[src/hw/rtl/slrng_pkg.sv]
`timescale 1ns / 1ps
`default_nettype none
// Package for the shuffled Lehmer uniform generator.
// It holds the shared data type, the generator constants and the sequencer states.
// It has no dependencies.

package slrng_pkg;

	localparam int DATA_W = 31;

	typedef logic [DATA_W-1:0] data_t;

	// Multiplier and Mersenne prime modulus of the minimal-standard generator.
	localparam logic [14:0] LEHMER_MULT = 15'd16807;
	localparam data_t LEHMER_MOD = 31'h7FFF_FFFF;

	// Largest value handed out. It matches the 1 - 1.2e-7 clamp of the floating form.
	localparam data_t SAMPLE_MAX = 31'd2147483389;

	localparam int WARMUP_STEPS = 8;
	localparam int DEF_TABLE_DEPTH = 32;

	typedef enum logic [2:0] {
		ST_IDLE,
		ST_LOAD,
		ST_RB_MUL,
		ST_RB_RED,
		ST_DR_MUL,
		ST_DR_DIV,
		ST_DR_READ,
		ST_DR_SWAP
	} slrng_state_t;

endpackage : slrng_pkg

`default_nettype wire

[src/hw/rtl/slrng_req_if.sv]
`timescale 1ns / 1ps
`default_nettype none
// Request channel of the shuffled Lehmer generator: valid, ready and the restart flag.
// It has no dependencies.

interface slrng_req_if;
	logic valid;
	logic ready;
	logic restart;

	modport source (output valid, output restart, input ready);
	modport sink (input valid, input restart, output ready);
endinterface : slrng_req_if

`default_nettype wire

[src/hw/rtl/slrng_rsp_if.sv]
`timescale 1ns / 1ps
`default_nettype none
// Response channel of the shuffled Lehmer generator: valid, ready and the sample.
// It has no dependencies.

interface slrng_rsp_if;
	logic valid;
	logic ready;
	logic [30:0] sample;

	modport source (output valid, output sample, input ready);
	modport sink (input valid, input sample, output ready);
endinterface : slrng_rsp_if

`default_nettype wire

[src/hw/rtl/slrng_ram.sv]
`timescale 1ns / 1ps
`default_nettype none
// Generic single-port synchronous RAM with a registered read.
// It has no dependencies.

module slrng_ram #(
	parameter int WIDTH = 31,
	parameter int DEPTH = 32
) (
	input  wire logic                     clk,
	input  wire logic                     we,
	input  wire logic                     re,
	input  wire logic [$clog2(DEPTH)-1:0] addr,
	input  wire logic [WIDTH-1:0]         wdata,
	output logic      [WIDTH-1:0]         rdata
);

	logic [WIDTH-1:0] mem_q [DEPTH];

	always_ff @(posedge clk) begin
		if (we) begin
			mem_q[addr] <= wdata;
		end
		if (re) begin
			rdata <= mem_q[addr];
		end
	end

endmodule : slrng_ram

`default_nettype wire

[src/hw/rtl/slrng_lehmer.sv]
`timescale 1ns / 1ps
`default_nettype none
// One step of the minimal-standard generator: x * 16807 mod (2^31 - 1).
// The product is registered; the Mersenne fold and final correction follow it.
// Depends on slrng_pkg.

module slrng_lehmer
	import slrng_pkg::*;
(
	input  wire logic  clk,
	input  wire data_t x,
	output data_t      y
);

	logic [45:0] prod_s1;
	logic [31:0] fold;

	always_ff @(posedge clk) begin
		prod_s1 <= 46'(x) * 46'(LEHMER_MULT);
	end

	// 2^31 is 1 modulo the prime, so the high part adds onto the low part.
	assign fold = {1'b0, prod_s1[30:0]} + {17'b0, prod_s1[45:31]};

	always_comb begin
		if (fold >= {1'b0, LEHMER_MOD}) begin
			y = 31'(fold - {1'b0, LEHMER_MOD});
		end else begin
			y = fold[30:0];
		end
	end

endmodule : slrng_lehmer

`default_nettype wire

[src/hw/rtl/slrng_slot_div.sv]
`timescale 1ns / 1ps
`default_nettype none
// Slot selection: the previous draw divided by 1 + (2^31 - 2) / depth, wrapped to the depth.
// Reciprocal multiplication with one registered product. Depends on slrng_pkg.

module slrng_slot_div
	import slrng_pkg::*;
#(
	parameter int TABLE_DEPTH = DEF_TABLE_DEPTH
) (
	input  wire logic                           clk,
	input  wire logic                           arst_n,
	input  wire logic                           start,
	input  wire data_t                          dividend,
	output logic                                done,
	output logic [$clog2(TABLE_DEPTH)-1:0]      slot
);

	localparam int AW = $clog2(TABLE_DEPTH);
	// The quotient never exceeds the depth, so one bit above the address suffices.
	localparam int QW = AW + 1;
	localparam longint DIVISOR = 1 + (longint'(LEHMER_MOD) - 1) / longint'(TABLE_DEPTH);
	// With the shift set by the divisor's bit length, the rounded-up reciprocal gives the
	// exact quotient for every 31-bit dividend and fits in 32 bits.
	localparam int SHIFT = DATA_W + $clog2(DIVISOR);
	localparam longint MAGIC_FULL = ((longint'(1) << SHIFT) + DIVISOR - 1) / DIVISOR;
	localparam logic [DATA_W:0] MAGIC = (DATA_W + 1)'(MAGIC_FULL);

	logic [63:0]   prod_s1;
	logic [63:0]   quot_full;
	logic [QW-1:0] quot;
	logic          done_q;

	always_ff @(posedge clk or negedge arst_n) begin
		if (!arst_n) begin
			done_q <= 1'b0;
		end else begin
			done_q <= start;
		end
	end

	always_ff @(posedge clk) begin
		if (start) begin
			prod_s1 <= 64'(dividend) * 64'(MAGIC);
		end
	end

	assign quot_full = prod_s1 >> SHIFT;
	assign quot      = quot_full[QW-1:0];
	assign done      = done_q;

	always_comb begin
		if (quot >= QW'(TABLE_DEPTH)) begin
			slot = AW'(quot - QW'(TABLE_DEPTH));
		end else begin
			slot = quot[AW-1:0];
		end
	end

endmodule : slrng_slot_div

`default_nettype wire

[src/hw/rtl/shuffled_lehmer_uniform_rng.sv]
`timescale 1ns / 1ps
`default_nettype none
// Shuffled minimal-standard Lehmer uniform source with a Bays-Durham shuffle table.
// Each request transaction on req carries a restart flag and yields exactly one response
// transaction on rsp whose sample is a uniform numerator over 2^31 - 1, held to 2147483389.
// The user must write the seed register through cfg_we / cfg_wdata only while the block is
// idle; the block itself does not enforce this. An ordinary draw does not depend on
// TABLE_DEPTH: after the accepting cycle it registers the generator product and the slot
// product, waits on the slot, reads the table and swaps the entry. No new request is taken
// until the swap has committed and the block is back in idle.
// A rebuild of the table, on the first request after reset or when restart is set, loads
// the seed and then runs TABLE_DEPTH + 8 generator steps, each passing through the
// multiplier register and then the modular fold, before the draw.
// The response sits in an output register; while the receiver stalls it holds its
// transaction, and a new request may still be accepted and worked on until the next
// result needs that register, where the block waits.
// Reset clears the sequencer and sets the seed to one; the previous draw reads as zero,
// which forces a rebuild on the first request. The table itself is not cleared because
// the rebuild fills every entry before any is read.
// Depends on slrng_pkg, the two channel interfaces, slrng_ram, slrng_lehmer and
// slrng_slot_div.

module shuffled_lehmer_uniform_rng
	import slrng_pkg::*;
#(
	parameter int TABLE_DEPTH = DEF_TABLE_DEPTH
) (
	input  wire logic         clk,
	input  wire logic         arst_n,
	input  wire logic         cfg_we,
	input  wire logic [30:0]  cfg_wdata,
	slrng_req_if.sink         req,
	slrng_rsp_if.source       rsp
);

	localparam int AW = $clog2(TABLE_DEPTH);
	// The step counter runs from TABLE_DEPTH + warm-up down to one.
	localparam int CW = $clog2(TABLE_DEPTH + WARMUP_STEPS + 1);

	slrng_state_t state_q, state_d;

	data_t          seed_q;
	data_t          gen_q;
	data_t          last_q;
	data_t          sample_q;
	logic           rsp_valid_q;
	logic [CW-1:0]  cnt_q;
	logic [CW-1:0]  cnt_m1;

	data_t          gen_next;
	data_t          seed_eff;
	data_t          ram_rdata;
	data_t          ram_wdata;
	logic [AW-1:0]  ram_addr;
	logic           ram_we;
	logic           ram_re;
	logic [AW-1:0]  slot;
	logic           div_start;
	logic           div_done;
	logic           accept;
	logic           commit;
	logic           fill_hit;

	assign accept   = req.valid && req.ready;
	assign cnt_m1   = cnt_q - 1'b1;
	assign fill_hit = cnt_m1 < CW'(TABLE_DEPTH);

	// A seed of zero, or the all-ones pattern that reduces to zero, starts from one.
	assign seed_eff = (seed_q == '0 || seed_q == LEHMER_MOD) ? data_t'(1) : seed_q;

	slrng_lehmer u_lehmer (
		.clk (clk),
		.x   (gen_q),
		.y   (gen_next)
	);

	slrng_slot_div #(
		.TABLE_DEPTH (TABLE_DEPTH)
	) u_slot_div (
		.clk      (clk),
		.arst_n   (arst_n),
		.start    (div_start),
		.dividend (last_q),
		.done     (div_done),
		.slot     (slot)
	);

	slrng_ram #(
		.WIDTH (DATA_W),
		.DEPTH (TABLE_DEPTH)
	) u_table (
		.clk   (clk),
		.we    (ram_we),
		.re    (ram_re),
		.addr  (ram_addr),
		.wdata (ram_wdata),
		.rdata (ram_rdata)
	);

	// Next-state logic.
	always_comb begin
		state_d = state_q;
		case (state_q)
			ST_IDLE: begin
				if (accept) begin
					if (req.restart || last_q == '0) begin
						state_d = ST_LOAD;
					end else begin
						state_d = ST_DR_MUL;
					end
				end
			end
			ST_LOAD:   state_d = ST_RB_MUL;
			ST_RB_MUL: state_d = ST_RB_RED;
			ST_RB_RED: begin
				if (cnt_q == CW'(1)) begin
					state_d = ST_DR_MUL;
				end else begin
					state_d = ST_RB_MUL;
				end
			end
			ST_DR_MUL: state_d = ST_DR_DIV;
			ST_DR_DIV: begin
				if (div_done) begin
					state_d = ST_DR_READ;
				end
			end
			ST_DR_READ: state_d = ST_DR_SWAP;
			ST_DR_SWAP: begin
				if (commit) begin
					state_d = ST_IDLE;
				end
			end
			default: state_d = ST_IDLE;
		endcase
	end

	// Output and datapath control.
	always_comb begin
		req.ready = 1'b0;
		ram_we    = 1'b0;
		ram_re    = 1'b0;
		ram_addr  = slot;
		ram_wdata = gen_next;
		div_start = 1'b0;
		commit    = 1'b0;
		case (state_q)
			ST_IDLE: begin
				req.ready = 1'b1;
			end
			ST_RB_RED: begin
				// The last TABLE_DEPTH generator outputs fill the table from the top down.
				ram_addr = cnt_m1[AW-1:0];
				ram_we   = fill_hit;
			end
			ST_DR_MUL: begin
				div_start = 1'b1;
			end
			ST_DR_READ: begin
				ram_re = 1'b1;
			end
			ST_DR_SWAP: begin
				commit = !rsp_valid_q || rsp.ready;
				ram_we = commit;
			end
			default: begin
				req.ready = 1'b0;
			end
		endcase
	end

	always_ff @(posedge clk or negedge arst_n) begin
		if (!arst_n) begin
			state_q     <= ST_IDLE;
			seed_q      <= data_t'(1);
			gen_q       <= '0;
			last_q      <= '0;
			rsp_valid_q <= 1'b0;
		end else begin
			state_q <= state_d;
			if (cfg_we) begin
				seed_q <= cfg_wdata;
			end
			if (state_q == ST_LOAD) begin
				gen_q <= seed_eff;
			end else if (state_q == ST_RB_RED) begin
				gen_q <= gen_next;
				// Slot zero is written last; its value becomes the previous draw.
				if (cnt_q == CW'(1)) begin
					last_q <= gen_next;
				end
			end else if (commit) begin
				gen_q  <= gen_next;
				last_q <= ram_rdata;
			end
			if (commit) begin
				rsp_valid_q <= 1'b1;
			end else if (rsp.ready) begin
				rsp_valid_q <= 1'b0;
			end
		end
	end

	always_ff @(posedge clk) begin
		if (state_q == ST_LOAD) begin
			cnt_q <= CW'(TABLE_DEPTH + WARMUP_STEPS);
		end else if (state_q == ST_RB_RED) begin
			cnt_q <= cnt_m1;
		end
		if (commit) begin
			sample_q <= (ram_rdata > SAMPLE_MAX) ? SAMPLE_MAX : ram_rdata;
		end
	end

	assign rsp.valid  = rsp_valid_q;
	assign rsp.sample = sample_q;

endmodule : shuffled_lehmer_uniform_rng

`default_nettype wire
[src/flat_wrapper.sv]
// flat-port wrapper written by rule: the top's interface ports become plain ports
module shuffled_lehmer_uniform_rng_flat import slrng_pkg::*;
#(
	parameter int TABLE_DEPTH = DEF_TABLE_DEPTH
)
  (clk, arst_n, cfg_we, cfg_wdata, req_valid, req_restart, req_ready, rsp_valid, rsp_sample, rsp_ready);
  slrng_req_if req_i ();
  slrng_rsp_if rsp_i ();
  input  wire logic clk;
  input  wire logic arst_n;
  input  wire logic cfg_we;
  input  wire logic [30:0] cfg_wdata;
  input wire logic [$bits(req_i.valid)-1:0] req_valid;
  input wire logic [$bits(req_i.restart)-1:0] req_restart;
  output wire logic [$bits(req_i.ready)-1:0] req_ready;
  output wire logic [$bits(rsp_i.valid)-1:0] rsp_valid;
  output wire logic [$bits(rsp_i.sample)-1:0] rsp_sample;
  input wire logic [$bits(rsp_i.ready)-1:0] rsp_ready;
  assign req_i.valid = req_valid;
  assign req_i.restart = req_restart;
  assign req_ready = req_i.ready;
  assign rsp_valid = rsp_i.valid;
  assign rsp_sample = rsp_i.sample;
  assign rsp_i.ready = rsp_ready;
  shuffled_lehmer_uniform_rng #(.TABLE_DEPTH(TABLE_DEPTH)) u_core (.clk(clk), .arst_n(arst_n), .cfg_we(cfg_we), .cfg_wdata(cfg_wdata), .req(req_i), .rsp(rsp_i));
endmodule
[config.mk]
export PLATFORM = sky130hd
export DESIGN_NAME = shuffled_lehmer_uniform_rng_flat
export DESIGN_NICKNAME = d
export VERILOG_FILES = /design/src/hw/rtl/slrng_pkg.sv /design/src/hw/rtl/slrng_req_if.sv /design/src/hw/rtl/slrng_rsp_if.sv /design/src/hw/rtl/slrng_ram.sv /design/src/hw/rtl/slrng_lehmer.sv /design/src/hw/rtl/slrng_slot_div.sv /design/src/hw/rtl/shuffled_lehmer_uniform_rng.sv /design/src/flat_wrapper.sv
export SDC_FILE = /design/constraint.sdc
export NUM_CORES = 2
export LEC_CHECK = 0
export BUFFER_PORTS_ARGS = -buffer_cell sky130_fd_sc_hd__buf_2
export CAP_MARGIN = 10
export CORE_UTILIZATION = 60
export CTS_BUF_LIST = sky130_fd_sc_hd__clkbuf_8
export DETAILED_ROUTE_END_ITERATION = 8
export PLACE_DENSITY = 0.83
export SLEW_MARGIN = 15
export SYNTH_ARGS = -nofsm -noshare
export SYNTH_HDL_FRONTEND = slang
export SYNTH_SLANG_ARGS = --single-unit
[constraint.sdc]
create_clock -name clk -period 7.5 [get_ports clk]
set_input_delay 1.5 -clock clk [delete_from_list [all_inputs] [get_ports clk]]
set_output_delay 1.5 -clock clk [all_outputs]
set_load 0.01 [all_outputs]
After elaboration in Yosys (flattened, before gate mapping)
Memories as Yosys holds them, arrays and structs flattened. A register that Yosys moved wholly into a read port is not among the register bits.
Cells that the tools add are included.
Word-level totals
  flip-flop bits (word level): 212
  bits in latches: 0
  bits in writable memories: 992
  ROM bits: 0
  input bits: 37
  output and inout bits: 33
  word-level logic and storage cells: 72
  memories kept: 1
Cells by class
  add/sub/neg operators: 4
  multipliers: 1
  div/mod/pow operators: 0
  magnitude comparators: 4
  equality and inequality tests: 13
  shift-type cells: 0
  multiplexer cells: 25
  bitwise logic cells: 1
  reduce and logical (&&, ||, !) cells: 13
Memories
  u_core.u_table.mem_q: words 32, bits a word 31, rd ports 1, clocked after memory_dff 1, write ports 1, line slrng_ram.sv:18  | logic [WIDTH-1:0] mem_q [DEPTH];
Operators with widths (number)
  31-bit two-way mux: 8
  31-bit zero test: 2
  31-bit by 15-bit multiplier with 46-bit output (second input constant): 1
  31-bit by 15-bit adder with 32-bit output: 1
  32-bit by 31-bit greater-or-equal comparator with 1-bit output (second input constant): 1
  31-bit equality test (second input constant): 1
  31-bit greater-than comparator (second input constant): 1
  31-bit subtractor (second input constant): 1
  3-bit case mux with 8 select lines: 1
  3-bit two-way mux: 5
  3-bit equality test (second input constant): 4
  5-bit two-way mux: 2
  1-bit two-way mux: 8
  3-bit by 2-bit equality test with 1-bit output (second input constant): 2
  6-bit by 1-bit equality test with 1-bit output (second input constant): 1
  5-bit by 6-bit greater-or-equal comparator with 1-bit output (second input constant): 1
  6-bit less-than comparator (second input constant): 1
  2-bit by 1-bit != test with 1-bit output (second input constant): 3
  3-bit AND reduction: 2
  6-bit by 1-bit subtractor with 6-bit output (second input constant): 1
  5-bit by 1-bit subtractor with 5-bit output (second input constant): 1
  2-bit nonzero test: 2
  3-bit by 1-bit equality test with 1-bit output (second input constant): 1
  3-bit zero test: 1
  other kinds (7): 9

Longest topological paths before layout
  word-level depth: 6
  depth in mapped cells: 24
  gate-level depth less buffers: 23

By module
A second synthesis with hierarchy kept.
Unflattened totals
  cells, all modules: 3718
  area, all modules: 55140.4 um2
Modules (own cells, without submodules)
  slrng_ram: times used 1, cells an instance 2039, area each 38707.1 um2, seq. area each 30719.5 um2
  slrng_lehmer: times used 1, cells an instance 1144, area each 10242.3 um2, seq. area each 920.9 um2
  shuffled_lehmer_uniform_rng: times used 1, cells an instance 529, area each 6015.8 um2, seq. area each 3479.6 um2
  slrng_slot_div: times used 1, cells an instance 6, area each 175.2 um2, seq. area each 175.2 um2

Worst setup path after synthesis
Ideal clock, no wire load.
  kind: flip-flop to flip-flop
  from: reg u_core.gen_q[16]
  to: reg u_core.u_lehmer.prod_s1[43]
  library setup time: 0.106 ns
  arrival time: 5.839 ns
  data required time: 7.394 ns
  slack: 1.555 ns
  stages on the path, launching flop included: 24
  buffers on the path: 0
  period minus slack after synthesis: 5.945 ns
  cell sequence: dfrtp_1 > inv_1 > fa_1 > inv_1 > ha_1 > inv_1 > fa_1 > inv_1 > fa_1 > fa_1 > inv_1 > fa_1 > inv_1 > ha_1 > a21o_1 > a211o_1 > a31o_2 > a211oi_1 > o31a_1 > o21ai_0 > a21oi_1 > a31oi_1 > or4_1 > o311ai_0
On the way
  longest elaborated chain between the ends: 1
RTL lines
  from (decl): line shuffled_lehmer_uniform_rng.sv:43  | data_t gen_q;
  from (signal assigned): line shuffled_lehmer_uniform_rng.sv:187  | gen_q <= gen_next;
  from (signal assigned): line shuffled_lehmer_uniform_rng.sv:193  | gen_q <= gen_next;
  31-bit by 15-bit multiplier with 46-bit output: line slrng_lehmer.sv:19  | prod_s1 <= 46'(x) * 46'(LEHMER_MULT);
  to (signal assigned): line slrng_lehmer.sv:19
  to (decl): line slrng_lehmer.sv:15  | logic [45:0] prod_s1;
No other way between the ends.
A chain may end at the register's enable or synchronous reset.

Final worst setup path
  from: reg u_core.gen_q[8]
  to: reg u_core.u_lehmer.prod_s1[43]
The elaborated chain is that of the path after synthesis.

==> results_dict.tcl <==
set metrics [dict create \
    run_status "complete, no violations" \
    drc 0 \
    grt_max_degree 160 \
    worst_pin_slew_ns 1.24 \
    setup_tns_ns 0 \
    cts.sinks 1209 \
    grt.total_usage 0.316 \
    dp_worst_setup_slack_ns 0.994 \
    hold_viol 0 \
    fmax_ghz 0.152 \
    slew_viol_final 0 \
    cap_violations 0 \
    end_kind "flop" \
    drtIter0Drc 4278 \
    dieArea_um2 92500 \
    area_growth_syn_to_layout_pct 10.4 \
    crit_path_start "u_core.gen_q[8]" \
    nets 3914 \
    cts_setup_buffers 0 \
    crit_top_cell "inv_1" \
    die_w_um 304 \
    min_period_ns 6.57 \
    setup-violations-final 0 \
    core-area_um2 90300 \
    initial_core_util 0.607 \
    r2r_slack_ns 0.93 \
    slew_headroom 0.166 \
    crit_path_top_delay_cell "fa_1" \
    synth_edf_count 1059 \
    worstSetupPathType "flop to flop" \
    ys_seq_area_frac 0.644 \
    r2r_cells 22 \
    pin_count 70 \
    rr_startpoint "u_core.gen_q[8]" \
    yosys.area.top_type "edfxtp_1" \
    wire_per_inst_um 29.9 \
    firstDrtPassIters 7 \
    syn_area_um2 54800 \
    clockRootBuffer "clkbuf_8" \
    routed_wl_um 145000 \
    place_inst 4525 \
    cts-resized-gates 0 \
    insertion_delay_ns 0.87 \
    min_path_type "flop to flop" \
    grt_pass1_vias 32700 \
    vias_per_cell 6.69 \
    grt_setup_unrepaired "false" \
    synth.area.top_cells "edfxtp_1 58%, mux4_2 10%, fa_1 4.9%" \
    holdBufCountCts 0 \
    io_buffers 69 \
    h-tree-depth 4 \
    cts_tree "built" \
    rows 110 \
    r2r_end "u_core.u_lehmer.prod_s1[43]" \
    path_cells "inv_1 > fa_1 > inv_1 > ha_1 > inv_1 > fa_1 > inv_1 > ha_1 > fa_1 > inv_1 > fa_1 > inv_1 > ha_1 > a2111oi_0 > o21ai_0 > a31oi_1 > o31a_1 > o21ai_0 > a21oi_1 > a31oi_1 > or4_1 > o311ai_0" \
    arrival_ns 7.31 \
    ys_warn_count 0 \
    synth_nets 3736 \
    place_congestion 0.932 \
    syn_avg_cell_area_um2 16.3 \
    antenna_found_initial 5 \
    crit_fanout 6 \
    ant_nets 0 \
    yosysTopAreaCellShare 0.581 \
    num_vias 32500 \
    numCtsBuffers 186 \
    synth.distinct_cells 76 \
    yosysMostFrequentCell "edfxtp_1" \
    grt_pass1_wl_um 211000 \
    critPathLaunchType "flop" \
    dp_hpwl_um 91500 \
    syn_inst 3360 \
    stdcell_count 4861 \
    nFillCells 5668 \
    required_ns 8.25 \
    fin_ws_ns 0.934 \
    cts_buffer_depth 3 \
    hold_ws_ns 0.478 \
    max_stage_delay_ns 0.56 \
    cts.clk_slew.worst_paths_ns 0.06 \
    grt-ovfl-total 0 \
    synthArstFlopShare 0.0811 \
    synthFlopType "edfxtp_1" \
    cp-endpoint "u_core.u_lehmer.prod_s1[43]" \
    skew_ns 0.0469 \
    drive_above_1_share 0.199 \
    yosys-top-cells-count "1,059 x edfxtp_1, 312 x inv_1, 248 x mux4_2, 205 x ha_1, 148 x a22oi_1" \
    die-height_um 304 \
    synth_seq_cells 1209 \
    timing.final.crit_share 0.875 \
]
## layer usage
| layer | vias up | routed length (µm) | track usage |
|---|---|---|---|
| li1 | 13400 | - | - |
| met1 | 16200 | 50400 | 0.402 |
| met2 | 2464 | 70300 | 0.508 |
| met3 | 469 | 16800 | 0.0773 |
| met4 | 4 | 7880 | 0.170 |
| met5 | - | 27 | 0 |
## logic make-up after synthesis
group | Yosys count | share of synthesized area
fa+ha+maj | 339 | 0.0958
simple gates | 483 | 0.0453
mux | 284 | 0.109
compound gates | 503 | 0.0606
xor+xnor | 74 | 0.0118
buf+inv | 468 | 0.0328
flops | 1209 | 0.644
## critical path: cells and delay by family (launching register included)
family / cells / cell delay, ns
AOI/OAI and AO/OA: 8 / 2.07
adders and majority gates: 7 / 3.09
buffers and inverters: 6 / 0.41
DFF: 1 / 0.48
and+or+nand+nor: 1 / 0.42
## worst min-delay path by stage
stage                             start                            end  slack [ns]  depth (start not counted)
2_1_floorplan         u_core.last_q[27]  u_core.u_slot_div.prod_s1[58]        0.45                          0
3_3_place_gp   u_core.u_table.rdata[12]          u_core.rsp.sample[12]        0.47                          0
3_5_place_dp   u_core.u_table.rdata[12]          u_core.rsp.sample[12]        0.46                          0
4_1_cts        u_core.u_table.rdata[12]          u_core.rsp.sample[12]        0.47                          0
5_1_grt        u_core.u_table.rdata[12]          u_core.rsp.sample[12]        0.49                          0
6_report       u_core.u_table.rdata[12]          u_core.rsp.sample[12]        0.48                          0
## final cells by class
class	instances	area (µm²)	share of cell area
inverters	312	1170	0.0194
repair buffers	146	963	0.0159
clock buffers	192	2640	0.0437
multi-input cells	1683	18100	0.298
clock inverters	140	888	0.0147
well taps	1176	1470	0.0243
flip-flops and latches	1209	35300	0.583
diodes	3	7.51	0.000124
## flip-flops by register name (all words and copies together) (netlist names), 3 cells and up
signal,flops
u_core.last_q,31
u_core.gen_q,31
u_core.state_q,3
u_core.cnt_q,6
u_core.u_slot_div.prod_s1,5
u_core.u_table.rdata,31
u_core.u_lehmer.prod_s1,46
u_core.u_table.mem_q,992
u_core.rsp.sample,31
u_core.seed_q,31
## per-stage QoR
stage | area [µm²] | utilization
2_1_floorplan | 54800 | -
3_3_place_gp | 56900 | 0.630
3_5_place_dp | 56900 | 0.630
4_1_cts | 60400 | 0.669
5_1_grt | 60500 | 0.670
6_report | 60500 | 0.670
## placed cells by master (no fill, tap or decap), drive strengths merged, types with 7 or more instances in the layout
cell	instances
a21o	26
a31oi	13
and2	12
ha	205
o21bai	10
a21oi	125
dfrtp	97
or3	17
mux4	248
dfxtp	52
nor2	121
nand2	85
a22oi	148
nand4	58
buf	146
nand2b	22
o21a	7
nor4	20
inv	385
xor2	23
nor3	35
nand3	42
and3	36
bufinv	9
clkbuf	192
mux2	33
fa	134
o31a	9
edfxtp	1059
clkinv	54
o21ai	93
xnor2	51
Power is left out: the tool's default activity adds up to more than one toggle a clock period on the data nets, which glitch-free logic cannot reach.
